===== config.mk =====
export PLATFORM = sky130hd
export DESIGN_NAME = modular_exponentiation
export DESIGN_NICKNAME = d
export VERILOG_FILES = /design/src/rtl/core/mexp_pkg.sv /design/src/rtl/core/mexp_mulmod.sv /design/src/rtl/core/modular_exponentiation.sv
export SDC_FILE = /design/constraint.sdc
export NUM_CORES = 1
export LEC_CHECK = 0
export CAP_MARGIN = 0
export CORE_MARGIN = 2
export CORE_UTILIZATION = 55
export DETAILED_ROUTE_END_ITERATION = 10
export DONT_BUFFER_PORTS = 1
export GPL_ROUTABILITY_DRIVEN = 0
export HOLD_SLACK_MARGIN = 0.15
export PLACE_DENSITY = 0.7
export REMOVE_ABC_BUFFERS = 1
export SETUP_SLACK_MARGIN = 0.02
export SYNTH_ARGS = -nofsm -noshare
export SYNTH_HDL_FRONTEND = slang
export SYNTH_SLANG_ARGS = --single-unit

===== constraint.sdc =====
create_clock -name aclk -period 13.4 [get_ports aclk]
set_input_delay 1.34 -clock aclk [delete_from_list [all_inputs] [get_ports aclk]]
set_output_delay 1.34 -clock aclk [all_outputs]
set_load 0.1 [all_outputs]

===== src/rtl/core/mexp_pkg.sv =====
// ============================================================================
// Modular exponentiation package
// Shared widths, register map and sequencer codes for the exponentiation core.
// ============================================================================
package mexp_pkg;

    // Width of base, exponent, modulus and result.
    localparam int OPERAND_BITS = 31;

    // Bit counter of the serial multiplier.
    localparam int CNT_W = $clog2(OPERAND_BITS);

    // Stream data width: operand rounded up to whole bytes.
    localparam int TDATA_W = ((OPERAND_BITS + 7) / 8) * 8;

    // Register port: 32-bit words, or 64-bit words for wide operands.
    localparam int APB_DATA_W = (OPERAND_BITS > 32) ? 64 : 32;
    localparam int REG_SHIFT  = (OPERAND_BITS > 32) ? 3 : 2;
    localparam int APB_ADDR_W = REG_SHIFT + 1;

    // Register indexes.
    localparam logic REG_EXPONENT = 1'b0;
    localparam logic REG_MODULUS  = 1'b1;

    // Sequencer states.
    typedef enum logic [1:0] {
        ST_IDLE,
        ST_MUL,
        ST_DONE
    } state_t;

    // Which modular product the multiplier is working on.
    typedef enum logic [1:0] {
        OP_ONE,   // 1 * 1 mod m: initial result
        OP_BASE,  // 1 * base mod m: reduced base
        OP_RES,   // result * square
        OP_SQ     // square * square
    } op_t;

endpackage


===== src/rtl/core/mexp_mulmod.sv =====
// ============================================================================
// Bit-serial modular multiplier
// Computes a * b mod m one bit of b per cycle, most significant bit first.
// ============================================================================
module mexp_mulmod (
    input  logic                            aclk,
    input  logic                            aresetn,
    input  logic                            start,
    input  logic [mexp_pkg::OPERAND_BITS-1:0] a,
    input  logic [mexp_pkg::OPERAND_BITS-1:0] b,
    input  logic [mexp_pkg::OPERAND_BITS-1:0] m,
    output logic                            done,
    output logic [mexp_pkg::OPERAND_BITS-1:0] product
);
    import mexp_pkg::*;

    localparam int SUM_W = OPERAND_BITS + 2;

    logic [OPERAND_BITS-1:0] acc_reg, acc_next;
    logic [OPERAND_BITS-1:0] a_reg;
    logic [OPERAND_BITS-1:0] b_reg;
    logic [CNT_W-1:0]        cnt_reg;
    logic                    busy_reg;
    logic                    done_reg;

    logic [SUM_W-1:0] sum;
    logic [SUM_W-1:0] m_one;
    logic [SUM_W-1:0] m_two;

    // One step: double the accumulator, add a on a set bit, then bring the
    // sum (below 3m) back under m with a single selected subtraction.
    always_comb begin
        m_one = SUM_W'(m);
        m_two = SUM_W'(m) << 1;
        sum   = (SUM_W'(acc_reg) << 1)
              + (b_reg[OPERAND_BITS-1] ? SUM_W'(a_reg) : '0);
        if (sum >= m_two) begin
            acc_next = OPERAND_BITS'(sum - m_two);
        end else if (sum >= m_one) begin
            acc_next = OPERAND_BITS'(sum - m_one);
        end else begin
            acc_next = OPERAND_BITS'(sum);
        end
    end

    // Control: run for one cycle per multiplier bit.
    always_ff @(posedge aclk) begin
        if (!aresetn) begin
            busy_reg <= 1'b0;
            done_reg <= 1'b0;
            cnt_reg  <= '0;
        end else begin
            done_reg <= 1'b0;
            if (start) begin
                busy_reg <= 1'b1;
                cnt_reg  <= '0;
            end else if (busy_reg) begin
                cnt_reg <= cnt_reg + CNT_W'(1);
                if (cnt_reg == CNT_W'(OPERAND_BITS - 1)) begin
                    busy_reg <= 1'b0;
                    done_reg <= 1'b1;
                end
            end
        end
    end

    // Datapath: operands are captured at start, b shifts out MSB first.
    always_ff @(posedge aclk) begin
        if (start) begin
            acc_reg <= '0;
            a_reg   <= a;
            b_reg   <= b;
        end else if (busy_reg) begin
            acc_reg <= acc_next;
            b_reg   <= b_reg << 1;
        end
    end

    assign done    = done_reg;
    assign product = acc_reg;

endmodule


===== src/rtl/core/modular_exponentiation.sv =====
// ============================================================================
// Modular exponentiation core
// Raises each incoming base to the configured exponent modulo the modulus.
// ============================================================================
//
// Usage:
//   The exponent and modulus are written over the register port (exponent at
//   offset 0, modulus at offset 4) while the core is idle. Each word on the
//   s_ channel carries a base; one word leaves on the m_ channel holding
//   base^exponent mod modulus in m_tdata and the bad-modulus flag in m_tuser.
//   The power is computed by right-to-left square-and-multiply with a single
//   bit-serial modular multiplier. An item costs 2 + k + p products, where k
//   is the position of the highest set exponent bit plus one and p the number
//   of set exponent bits. A zero modulus gives a flagged zero result.
//   One item is processed at a time; s_tready is high while the core is idle.
//   The result sits in an output register, so the next base is accepted while
//   a finished result waits; if the receiver stalls, the following result
//   holds in the sequencer until the output register frees up.
//   Reset clears the channels and sets exponent 0 and modulus 1.
//
module modular_exponentiation (
    input  logic                               aclk,
    input  logic                               aresetn,
    // Register port
    input  logic                               psel,
    input  logic                               penable,
    input  logic                               pwrite,
    input  logic [mexp_pkg::APB_ADDR_W-1:0]    paddr,
    input  logic [mexp_pkg::APB_DATA_W-1:0]    pwdata,
    output logic [mexp_pkg::APB_DATA_W-1:0]    prdata,
    output logic                               pready,
    // Input words
    input  logic                               s_tvalid,
    output logic                               s_tready,
    input  logic [mexp_pkg::TDATA_W-1:0]       s_tdata,   // base
    // Result words
    output logic                               m_tvalid,
    input  logic                               m_tready,
    output logic [mexp_pkg::TDATA_W-1:0]       m_tdata,   // power
    output logic                               m_tuser    // bad_modulus
);
    import mexp_pkg::*;

    logic [OPERAND_BITS-1:0] exponent_reg;
    logic [OPERAND_BITS-1:0] modulus_reg;

    state_t state_reg, state_next;
    op_t    op_reg, op_next;
    logic   start_reg, start_next;
    logic   bad_reg, bad_next;

    logic [OPERAND_BITS-1:0] base_reg, base_next;
    logic [OPERAND_BITS-1:0] exp_reg, exp_next;
    logic [OPERAND_BITS-1:0] res_reg, res_next;
    logic [OPERAND_BITS-1:0] sq_reg, sq_next;

    logic                    out_valid_reg, out_valid_next;
    logic [OPERAND_BITS-1:0] out_power_reg, out_power_next;
    logic                    out_bad_reg, out_bad_next;

    logic                    mul_done;
    logic [OPERAND_BITS-1:0] mul_product;
    logic [OPERAND_BITS-1:0] mul_a;
    logic [OPERAND_BITS-1:0] mul_b;

    logic cfg_write;
    logic in_accept;

    // Register port: always ready, index taken from the word address.
    assign pready    = 1'b1;
    assign cfg_write = psel && penable && pwrite;

    always_ff @(posedge aclk) begin
        if (!aresetn) begin
            exponent_reg <= '0;
            modulus_reg  <= OPERAND_BITS'(1);
        end else if (cfg_write) begin
            unique case (paddr[APB_ADDR_W-1])
                REG_EXPONENT: exponent_reg <= pwdata[OPERAND_BITS-1:0];
                REG_MODULUS:  modulus_reg  <= pwdata[OPERAND_BITS-1:0];
                default:      ;
            endcase
        end
    end

    always_comb begin
        unique case (paddr[APB_ADDR_W-1])
            REG_EXPONENT: prdata = APB_DATA_W'(exponent_reg);
            REG_MODULUS:  prdata = APB_DATA_W'(modulus_reg);
            default:      prdata = '0;
        endcase
    end

    // Operand selection for the shared multiplier.
    always_comb begin
        case (op_reg)
            OP_ONE: begin
                mul_a = OPERAND_BITS'(1);
                mul_b = OPERAND_BITS'(1);
            end
            OP_BASE: begin
                mul_a = OPERAND_BITS'(1);
                mul_b = base_reg;
            end
            OP_RES: begin
                mul_a = res_reg;
                mul_b = sq_reg;
            end
            default: begin
                mul_a = sq_reg;
                mul_b = sq_reg;
            end
        endcase
    end

    mexp_mulmod u_mulmod (
        .aclk    (aclk),
        .aresetn (aresetn),
        .start   (start_reg),
        .a       (mul_a),
        .b       (mul_b),
        .m       (modulus_reg),
        .done    (mul_done),
        .product (mul_product)
    );

    assign s_tready  = (state_reg == ST_IDLE);
    assign in_accept = s_tvalid && s_tready;

    // Sequencer state register.
    always_ff @(posedge aclk) begin
        if (!aresetn) begin
            state_reg     <= ST_IDLE;
            op_reg        <= OP_ONE;
            start_reg     <= 1'b0;
            out_valid_reg <= 1'b0;
        end else begin
            state_reg     <= state_next;
            op_reg        <= op_next;
            start_reg     <= start_next;
            out_valid_reg <= out_valid_next;
        end
    end

    // Working values and output payload.
    always_ff @(posedge aclk) begin
        bad_reg       <= bad_next;
        base_reg      <= base_next;
        exp_reg       <= exp_next;
        res_reg       <= res_next;
        sq_reg        <= sq_next;
        out_power_reg <= out_power_next;
        out_bad_reg   <= out_bad_next;
    end

    // Square-and-multiply sequencing, least significant exponent bit first.
    always_comb begin
        state_next     = state_reg;
        op_next        = op_reg;
        start_next     = 1'b0;
        bad_next       = bad_reg;
        base_next      = base_reg;
        exp_next       = exp_reg;
        res_next       = res_reg;
        sq_next        = sq_reg;
        out_valid_next = out_valid_reg && !m_tready;
        out_power_next = out_power_reg;
        out_bad_next   = out_bad_reg;

        unique case (state_reg)
            ST_IDLE: begin
                if (in_accept) begin
                    base_next = s_tdata[OPERAND_BITS-1:0];
                    exp_next  = exponent_reg;
                    res_next  = '0;
                    if (modulus_reg == '0) begin
                        bad_next   = 1'b1;
                        state_next = ST_DONE;
                    end else begin
                        bad_next   = 1'b0;
                        op_next    = OP_ONE;
                        start_next = 1'b1;
                        state_next = ST_MUL;
                    end
                end
            end
            ST_MUL: begin
                if (mul_done) begin
                    case (op_reg)
                        OP_ONE: begin
                            res_next   = mul_product;
                            op_next    = OP_BASE;
                            start_next = 1'b1;
                        end
                        OP_BASE: begin
                            sq_next = mul_product;
                            if (exp_reg == '0) begin
                                state_next = ST_DONE;
                            end else begin
                                op_next    = exp_reg[0] ? OP_RES : OP_SQ;
                                start_next = 1'b1;
                            end
                        end
                        OP_RES: begin
                            res_next   = mul_product;
                            op_next    = OP_SQ;
                            start_next = 1'b1;
                        end
                        default: begin
                            sq_next  = mul_product;
                            exp_next = exp_reg >> 1;
                            if (exp_reg[OPERAND_BITS-1:1] == '0) begin
                                state_next = ST_DONE;
                            end else begin
                                op_next    = exp_reg[1] ? OP_RES : OP_SQ;
                                start_next = 1'b1;
                            end
                        end
                    endcase
                end
            end
            ST_DONE: begin
                // Hand the result to the output register once it is free.
                if (!out_valid_reg || m_tready) begin
                    out_valid_next = 1'b1;
                    out_power_next = bad_reg ? '0 : res_reg;
                    out_bad_next   = bad_reg;
                    state_next     = ST_IDLE;
                end
            end
            default: begin
                state_next = ST_IDLE;
            end
        endcase
    end

    assign m_tvalid = out_valid_reg;
    assign m_tdata  = TDATA_W'(out_power_reg);
    assign m_tuser  = out_bad_reg;

endmodule

==> run summary, run 1 <==
Root Buffer - clkbuf_16
Total number of vias - 13800
Post-synth top cells - edfxtp_1, nand2_1, a21oi_1
Flop-to-flop setup slack - 6210 ps
CORE AREA - 33300 µm²
Slew Viols, Final - 0
Post-synth cell types - 78
Final setup fails - 0
Share of cells above drive strength 1 - 9.25%
NumNets Final - 1960
Critical path arrival - 7690 ps
Reg power frac - 26.8%
Setup TNS Final - 0 ps
Post-synthesis xor/xnor area fraction - 3.65%
Startpoint Class - register
Via density - 6.07
Element type at the critical path end - register
P_int - 2.91 mW
I/O pin total - 142
Post-synthesis mux area share - 6.70%
Leakage - 7.35 nW
FILL cells - 2844
Initial Util - 55.6%
Register area share after synthesis - 47.0%
Max Freq - 0.139 GHz
Final Instance Area - 20000 µm²
Syn Inst Count - 1825
Vias in the first global route - 13400
DRC violations left - 0
R2R depth - 21
Crit path required time - 13900 ps
ANT cells - 0
CTS tree - done
Initial antenna violation count - 0
Cell with the largest stage delay on the worst path - edfxtp_1
Placed wire-length estimate - 31.2 mm
Drt first pass iters - 5
Post-synthesis compound-gate area fraction - 16.5%
Post-synthesis simple-gate area fraction - 16.1%
MaxCap Viol Count - 0
Gr usage total - 25.7%
Area fraction of the dominant cell type after synthesis - 35.6%
CTS H-tree depth - 2
Final setup slack of the worst path - 6210 ps
Post-layout min period - 7190 ps
Hold path cells - 2
Hold Path Sink - exponent_reg[30]$_SDFFE_PN0P_
Register area - 8700 µm²
Sw frac - 43.1%
Die width - 187 µm
Largest cells by area after synthesis - edfxtp_1, dfxtp_1, ha_1
RR Endpoint - u_mulmod.product[29]$_SDFFE_PP0P_
Final core utilization - 60.2%
IO Port Bufs - 0
WL/cell - 20.0 µm
First-pass GRT wire length - 72.2 mm
Hold path start - exponent_reg[30]$_SDFFE_PN0P_
Largest net degree at the start of global routing - 87
Synth Flop Type - edfxtp_1
Reg2Reg Launch Point - u_mulmod.b_reg[30]$_DFFE_PP_
Clock share of power - 19.0%
Multi-input logic area - 9230 µm²
Most frequent cell after synthesis - edfxtp_1
Worst path bufs/invs - 1
Crit path max-delay family - compound AO/OA/AOI/OAI gates
DP Worst Slack - 6410 ps
Post-CTS setup buffer count - 0
Min Hold Slack - 471 ps
Cell breakdown of the critical path - and2_1, ha_1, fa_1, a21oi_2, o21ai_1, a21o_1, a31oi_1, o21ai_0, or4b_2, nand3_1, ha_1, o21ai_0, a21oi_1, o21ai_0, a21oi_1, a21oi_1, o2111ai_4, buf_4, or2_1, nor4bb_1, a211o_1
Ys async rst share - 0%
Clk_lat worst skew - 550 ps
Placed Instances - 2198
Final Non-Filler Cells - 2265
Sw power - 2.21 mW
Post-synthesis adder-cell area fraction - 6.68%
CTS sink cnt - 325
Tightest Hold Check Type - reg -> reg
Synthesized flop and latch total - 325
Comb pwr share - 54.2%
CTS clk-pin slew, worst paths - 60 ps
Post-CTS Hold Buffers - 0
DP Area - 18900 µm²
Period utilisation layout - 53.7%
Unrepaired setup endpoints after global routing - false
EDFF count, synth - 219
Status - complete, no violations
Cell Area, Synth - 18500 µm²
Syn_area_per_cell - 10.1 µm²
Detailed Route Iter0 Violations - 1013
Grt ovf - 0
Total power - 5.12 mW
Layout Skew - 24.8 ps
Max rail drop VDD - 0.142 mV
Die Ht - 187 µm
Rows - 67
Deepest clock path buffer count - 3
Largest family of logic cells by synthesized area - compound AO/OA/AOI/OAI gates
Least-Margin Pin Slew - 1080 ps
Post-Route WL - 45.2 mm
PwrDens - 256 nW/µm²
Full die area - 35100 µm²
Area growth, synth to finish - 8.27%
Worst-path fanout max - 31
Remaining antenna violation count - 0
Ys Warns - 0
Leading area contributor after synthesis - edfxtp_1
TritonCTS Buffers - 37
Kind of critical path - reg -> reg
Post-cts sizing count - 0
Slew headroom - 28.2%
Final hold violations - 0
Worst path max stage delay - 760 ps
[layout make-up]
type | count | area share, %
clock buffers | 49 | 5.06
clock inverters | 18 | 0.762
inverters | 61 | 1.14
multi-input cells | 1346 | 46.1
flip-flops and latches | 325 | 43.5
well taps | 448 | 2.80
repair buffers | 18 | 0.675
[cell families after synthesis]
family | count (synthesis)
muxes | 116
and+or+nand+nor | 599
xor gates and xnor gates | 77
DFF | 325
other | 2
buffers and inverters | 155
AOI/OAI and AO/OA | 454
adders and majority gates | 97
[power groups by stage]
| stage | Combinational (mW) | Clock [mW] | Sequential (mW) |
|---|---|---|---|
| after floorplan | 2.10 | 0 | 1.36 |
| after global placement | 2.65 | 0 | 1.39 |
| after detailed placement | 2.70 | 0 | 1.39 |
| after CTS | 2.72 | 0.993 | 1.37 |
| after global routing | 3.04 | 1.03 | 1.39 |
| final | 2.77 | 0.974 | 1.37 |
[routing by layer]
| metal | track usage, % | vias to the layer above | share of wire, % |
|---|---|---|---|
| met5 | 0 | - | 0 |
| met2 | 40.6 | 496 | 45 |
| met4 | 8.96 | 0 | 2.7 |
| met3 | 5.10 | 87 | 7.2 |
| met1 | 35.5 | 6558 | 45 |
| li1 | - | 6615 | - |
[cell usage in the layout (no fill, tap or decap), types with 8 or more instances in the layout]
cell / count
a21boi_0: 63
clkbuf_1: 10
o21a_1: 12
a31oi_1: 16
xnor2_1: 40
clkbuf_16: 39
a211oi_1: 25
nand3_1: 38
a21o_1: 35
clkinv_2: 8
inv_1: 59
mux2_2: 62
dfxtp_1: 103
mux2i_1: 54
o21ai_0: 55
nand2b_1: 10
xor2_1: 37
ha_1: 94
a21oi_1: 124
nor2_1: 103
edfxtp_1: 219
nor2b_1: 72
buf_4: 18
nor4_1: 17
nor3_1: 15
o21bai_1: 12
and3_1: 18
o211ai_1: 14
a22oi_1: 32
nand4_1: 22
nand2_1: 195
and2_1: 65
[worst min-delay path: cells and delay by family (launching register included)]
kind            cells  cell delay (ps)
compound gates      1               60
flops               1              310
simple gates        1               50
[worst max-delay path by stage]
stage / cells after the start / endpoint / start
floorplan: 19 / u_mulmod.product[26]$_SDFFE_PP0P_ / u_mulmod.b_reg[30]$_DFFE_PP_
global placement: 21 / u_mulmod.product[29]$_SDFFE_PP0P_ / u_mulmod.b_reg[30]$_DFFE_PP_
detailed placement: 21 / u_mulmod.product[29]$_SDFFE_PP0P_ / u_mulmod.b_reg[30]$_DFFE_PP_
CTS: 21 / u_mulmod.product[29]$_SDFFE_PP0P_ / u_mulmod.b_reg[30]$_DFFE_PP_
global route: 21 / u_mulmod.product[29]$_SDFFE_PP0P_ / u_mulmod.b_reg[30]$_DFFE_PP_
finish: 21 / u_mulmod.product[29]$_SDFFE_PP0P_ / u_mulmod.b_reg[30]$_DFFE_PP_
Note: power is estimated with default switching activity, not from simulation.
==> run 2, diff against run 1 <==
Settings changed: PLACE_DENSITY 0.7 to 0.73.
Clock period 13.4 ns to 6.6 ns, I/O delays scaled along.
==> run 2 against run 1 <==
Against the previous run: clock skew rose by 2.9 ps; utilization rose by 0.60 points; combinational power rose by 110%; routed wire length rose by 2.0%; via count rose by 1.6%; critical path depth rose by 1; clock power rose by 120%; power rose by 110%; count of clock-buffer cells in the layout rose by 2.
==> run summary, run 2 (same netlist as run 1, synthesis figures left out) <==
Status - complete, no violations
Wl on met1 - 20.2 mm
TritonCTS Buffers - 37
DRC violations left - 0
Max rail drop VDD - 0.290 mV
Deepest clock path buffer count - 3
Flop-to-flop setup slack - 580 ps
Area growth, synth to finish - 9.35%
Die width - 187 µm
Reg2Reg Launch Point - u_mulmod.b_reg[30]$_DFFE_PP_
Leakage - 7.47 nW
Least-Margin Pin Slew - 1090 ps
Worst-path fanout max - 17
Slew headroom - 27.3%
MaxCap Viol Count - 0
Initial Util - 55.6%
Hold Path Sink - base_reg[27]$_DFFE_PP_
Met3 routed WL - 3.52 mm
Initial antenna violation count - 0
Vias in the first global route - 13600
Commonest cells after routing, fill and taps aside - edfxtp_1, nand2_1, a21oi_1
Critical path arrival - 6440 ps
WL met2 - 20.9 mm
Hold path cells - 0
Post-Route WL - 46.1 mm
DR top layer - met4
Clk_lat worst skew - 540 ps
NumNets Final - 1972
PwrDens - 526 nW/µm²
CTS sink cnt - 325
Final setup fails - 0
Tightest Hold Check Type - in -> reg
Slew Viols, Final - 0
Hold path start - s_tdata[27]
WL/cell - 20.3 µm
Unrepaired setup endpoints after global routing - false
First-pass GRT wire length - 72.5 mm
Total number of vias - 14000
Layout Skew - 27.7 ps
CTS tree - done
Post-layout min period - 6020 ps
Detailed Route Iter0 Violations - 1096
Via density - 6.14
Grt ovf - 0
Period utilisation layout - 91.2%
Placed wire-length estimate - 32.1 mm
Die Ht - 187 µm
Most common cell after layout, fill and taps aside - edfxtp_1
Drt first pass iters - 5
ANT cells - 0
CORE AREA - 33300 µm²
Element type at the critical path end - register
Startpoint Class - register
Max Freq - 0.166 GHz
Placed Instances - 2208
Post-cts sizing count - 0
Full die area - 35100 µm²
Crit path required time - 7020 ps
Min Hold Slack - 218 ps
Remaining antenna violation count - 0
Rows - 67
R2R depth - 22
Kind of critical path - reg -> reg
Share of cells above drive strength 1 - 10.1%
Largest net degree at the start of global routing - 80
Final Non-Filler Cells - 2277
Final hold violations - 0
Setup TNS Final - 0 ps
CTS clk-pin slew, worst paths - 60 ps
Root Buffer - clkbuf_16
IO Port Bufs - 0
CTS H-tree depth - 2
Gr usage total - 25.7%
I/O pin total - 142
RR Endpoint - u_mulmod.product[26]$_SDFFE_PP0P_
-- run 2: changes by cell type in the layout (fill, tap and decap cells not counted), moves of 2 or more --
cell,delta
clkinvlp_4,-2
clkinv_4,-2
clkbuf_8,+4
inv_6,+2
buf_4,+10
bufinv_16,+2
clkbuf_1,-3
-- run 2: cell type report --
cell class	instances	area [µm²]
sequential	325	8700
timing repair buffer	30	241
inverter	61	229
multi-input combinational	1346	9220
fill	2769	13100
clock inverter	16	189
clock buffer	51	1080
tap	448	561
-- run 2: power breakdown --
part / total [mW] / switching, mW / internal (mW) / leakage [nW]
Combinational: 5.72 / 3.44 / 2.28 / 3.89
Sequential: 2.79 / 0.271 / 2.52 / 2.96
Clock: 2.14 / 0.827 / 1.31 / 0.631
Total: 10.6 / 4.54 / 6.11 / 7.47
-- run 2: critical path, cell delays in order (launching register included) --
cell       delay [ps]
edfxtp_1          410
buf_12            160
and2_1            130
ha_1              210
fa_1              260
a21oi_2            80
o21ai_1           440
a2111oi_4         180
nor3_1            620
o21ai_0           190
nand2_1           110
xor2_1            430
ha_1              420
and3_1            250
a31oi_1           160
o21ai_0           140
nor2_1            110
nand3_1           130
nand4_1           180
nand3_2           400
buf_4             360
mux2i_1           130
a2111oi_0         380
-- run 2: stage by stage --
stage	power, mW	setup WS [ps]	util (%)	instance area [µm²]
after detailed placement	8.38	297	56.9	18900
final	10.6	580	60.8	20200
after floorplan	7.04	351	-	18100
after global placement	8.23	405	56.9	18900
after CTS	10.5	245	60.7	20200
after global routing	11.3	180	60.8	20200
-- run 2: layer usage --
metal / track usage [%] / up-vias
li1: - / 6625
met1: 34.9 / 6742
met2: 40.8 / 516
met3: 5.22 / 97
met4: 9.36 / 0
met5: 0 / -
-- run 2: how the worst max path moves through the flow --
| stage | start | end | slack (ps) | depth (start not counted) |
|---|---|---|---|---|
| floorplan | u_mulmod.b_reg[30]$_DFFE_PP_ | u_mulmod.product[26]$_SDFFE_PP0P_ | 350 | 19 |
| global placement | u_mulmod.b_reg[30]$_DFFE_PP_ | u_mulmod.product[26]$_SDFFE_PP0P_ | 410 | 21 |
| detailed placement | u_mulmod.b_reg[30]$_DFFE_PP_ | u_mulmod.product[26]$_SDFFE_PP0P_ | 300 | 21 |
| CTS | u_mulmod.b_reg[30]$_DFFE_PP_ | u_mulmod.product[26]$_SDFFE_PP0P_ | 250 | 21 |
| global route | u_mulmod.b_reg[30]$_DFFE_PP_ | u_mulmod.product[26]$_SDFFE_PP0P_ | 180 | 22 |
| finish | u_mulmod.b_reg[30]$_DFFE_PP_ | u_mulmod.product[26]$_SDFFE_PP0P_ | 580 | 22 |
-- run 2: timing repair --
action	in CTS	in global routing
buffers inserted	0	2
hold buffers	0	0
endpoints found under the setup margin	0	19
==> run 3, diff against run 2 <==
Settings changed: CAP_MARGIN 0 to 25, MAX_ROUTING_LAYER from default to met4.
==> run 3 against run 2 <==
Against the previous run: final area about the same; clock skew decreased by 1.8 ps; die area unchanged; routed wire length about the same; via count decreased by 0.16%; sequential power about the same; clock power about the same; combinational power about the same; critical path type unchanged; largest cell class unchanged; largest power group unchanged.
==> run summary, run 3 (same netlist as run 1, synthesis figures left out) <==
Most common cell after layout, fill and taps aside - edfxtp_1
PwrDens - 526 nW/µm²
CTS sink cnt - 325
Hold path cells - 0
R2R depth - 22
Gr usage total - 26.5%
Max Freq - 0.166 GHz
Full die area - 35100 µm²
Vias in the first global route - 13600
Setup TNS Final - 0 ps
Min Hold Slack - 220 ps
Max rail drop VDD - 0.287 mV
Period utilisation layout - 91.2%
Initial antenna violation count - 0
Critical path arrival - 6440 ps
Largest net degree at the start of global routing - 80
NumNets Final - 1973
Crit path required time - 7020 ps
Kind of critical path - reg -> reg
Clk_lat worst skew - 540 ps
ANT cells - 0
Reg2Reg Launch Point - u_mulmod.b_reg[30]$_DFFE_PP_
Worst-path fanout max - 17
Post-Route WL - 46.1 mm
Hold Path Sink - base_reg[27]$_DFFE_PP_
RR Endpoint - u_mulmod.product[26]$_SDFFE_PP0P_
Placed Instances - 2208
Die Ht - 187 µm
Leakage - 7.48 nW
Share of cells above drive strength 1 - 10.1%
Deepest clock path buffer count - 3
Total power - 10.7 mW
Final Non-Filler Cells - 2278
Initial Util - 55.6%
Hold path start - s_tdata[27]
Post-CTS setup buffer count - 0
Grt ovf - 0
First-pass GRT wire length - 72.5 mm
Least-Margin Pin Slew - 1080 ps
Final setup fails - 0
Critical Path Start - u_mulmod.b_reg[30]$_DFFE_PP_
IO Port Bufs - 0
Slew Viols, Final - 0
Status - complete, no violations
Remaining antenna violation count - 0
Startpoint Class - register
Post-cts sizing count - 0
MaxCap Viol Count - 0
Slew headroom - 27.9%
TritonCTS Buffers - 37
Placed wire-length estimate - 32.1 mm
WL/cell - 20.2 µm
CORE AREA - 33300 µm²
CTS H-tree depth - 2
FILL cells - 2767
I/O pin total - 142
Final hold violations - 0
Flop-to-flop setup slack - 580 ps
Layout Skew - 25.9 ps
CTS tree - done
Post-CTS Hold Buffers - 0
Drt first pass iters - 6
Total number of vias - 14000
Via density - 6.13
Die width - 187 µm
Element type at the critical path end - register
Rows - 67
Detailed Route Iter0 Violations - 1074
CTS clk-pin slew, worst paths - 60 ps
Commonest cells after routing, fill and taps aside - edfxtp_1, nand2_1, a21oi_1
Post-layout min period - 6020 ps
Root Buffer - clkbuf_16
Tightest Hold Check Type - in -> reg
DRC violations left - 0
Unrepaired setup endpoints after global routing - false
Area growth, synth to finish - 9.46%
## run 3: cell types whose count changed in the layout (fill, tap and decap cells not counted)
cell / before / now
buf_12: 1 / 2
## run 3: through the flow
stage,utilization (%),instance area (µm²),worst slack [ps]
6_report,60.8,20200,579
5_1_grt,60.8,20200,180
4_1_cts,60.7,20200,245
3_5_place_dp,56.9,18900,297
3_3_place_gp,56.9,18900,405
2_1_floorplan,-,18100,351
## run 3: worst max-delay path by stage
stage | to | cells after the start
2_1_floorplan | u_mulmod.product[26]$_SDFFE_PP0P_ | 19
3_3_place_gp | u_mulmod.product[26]$_SDFFE_PP0P_ | 21
3_5_place_dp | u_mulmod.product[26]$_SDFFE_PP0P_ | 21
4_1_cts | u_mulmod.product[26]$_SDFFE_PP0P_ | 21
5_1_grt | u_mulmod.product[26]$_SDFFE_PP0P_ | 22
6_report | u_mulmod.product[26]$_SDFFE_PP0P_ | 22
## run 3: worst max-delay path, stage by stage, from the launching register on
cell and delay, ps:
edfxtp_1 410, buf_12 160, and2_1 130, ha_1 210, fa_1 260, a21oi_2 80
o21ai_1 430, a2111oi_4 180, nor3_1 630, o21ai_0 200, nand2_1 110, xor2_1 430
ha_1 420, and3_1 250, a31oi_1 160, o21ai_0 140, nor2_1 120, nand3_1 130
nand4_1 180, nand3_2 390, buf_4 360, mux2i_1 130, a2111oi_0 380
## run 3: final cells by class
cell class	count	area, µm²	share of cell area (%)
multi-input cells	1346	9220	45.5
flip-flops and latches	325	8700	43.0
clock buffers	51	1080	5.35
well taps	448	561	2.77
repair buffers	31	262	1.29
inverters	61	229	1.13
clock inverters	16	189	0.933
## run 3: metal layers
layer | global-route usage (%) | routed length [µm] | vias to the layer above
met1 | 35.1 | 20200 | 6698
met3 | 5.12 | 3620 | 97
met4 | 9.39 | 1520 | 0
met2 | 40.7 | 20800 | 536
met5 | - | 0 | -
li1 | - | - | 6626
## run 3: power breakdown
| part | switching, mW | total [mW] | internal [mW] | leakage [nW] |
|---|---|---|---|---|
| clock network | 0.825 | 2.13 | 1.31 | 0.631 |
| logic | 3.44 | 5.72 | 2.28 | 3.90 |
| registers | 0.272 | 2.79 | 2.52 | 2.96 |
| total | 4.54 | 10.7 | 6.11 | 7.48 |
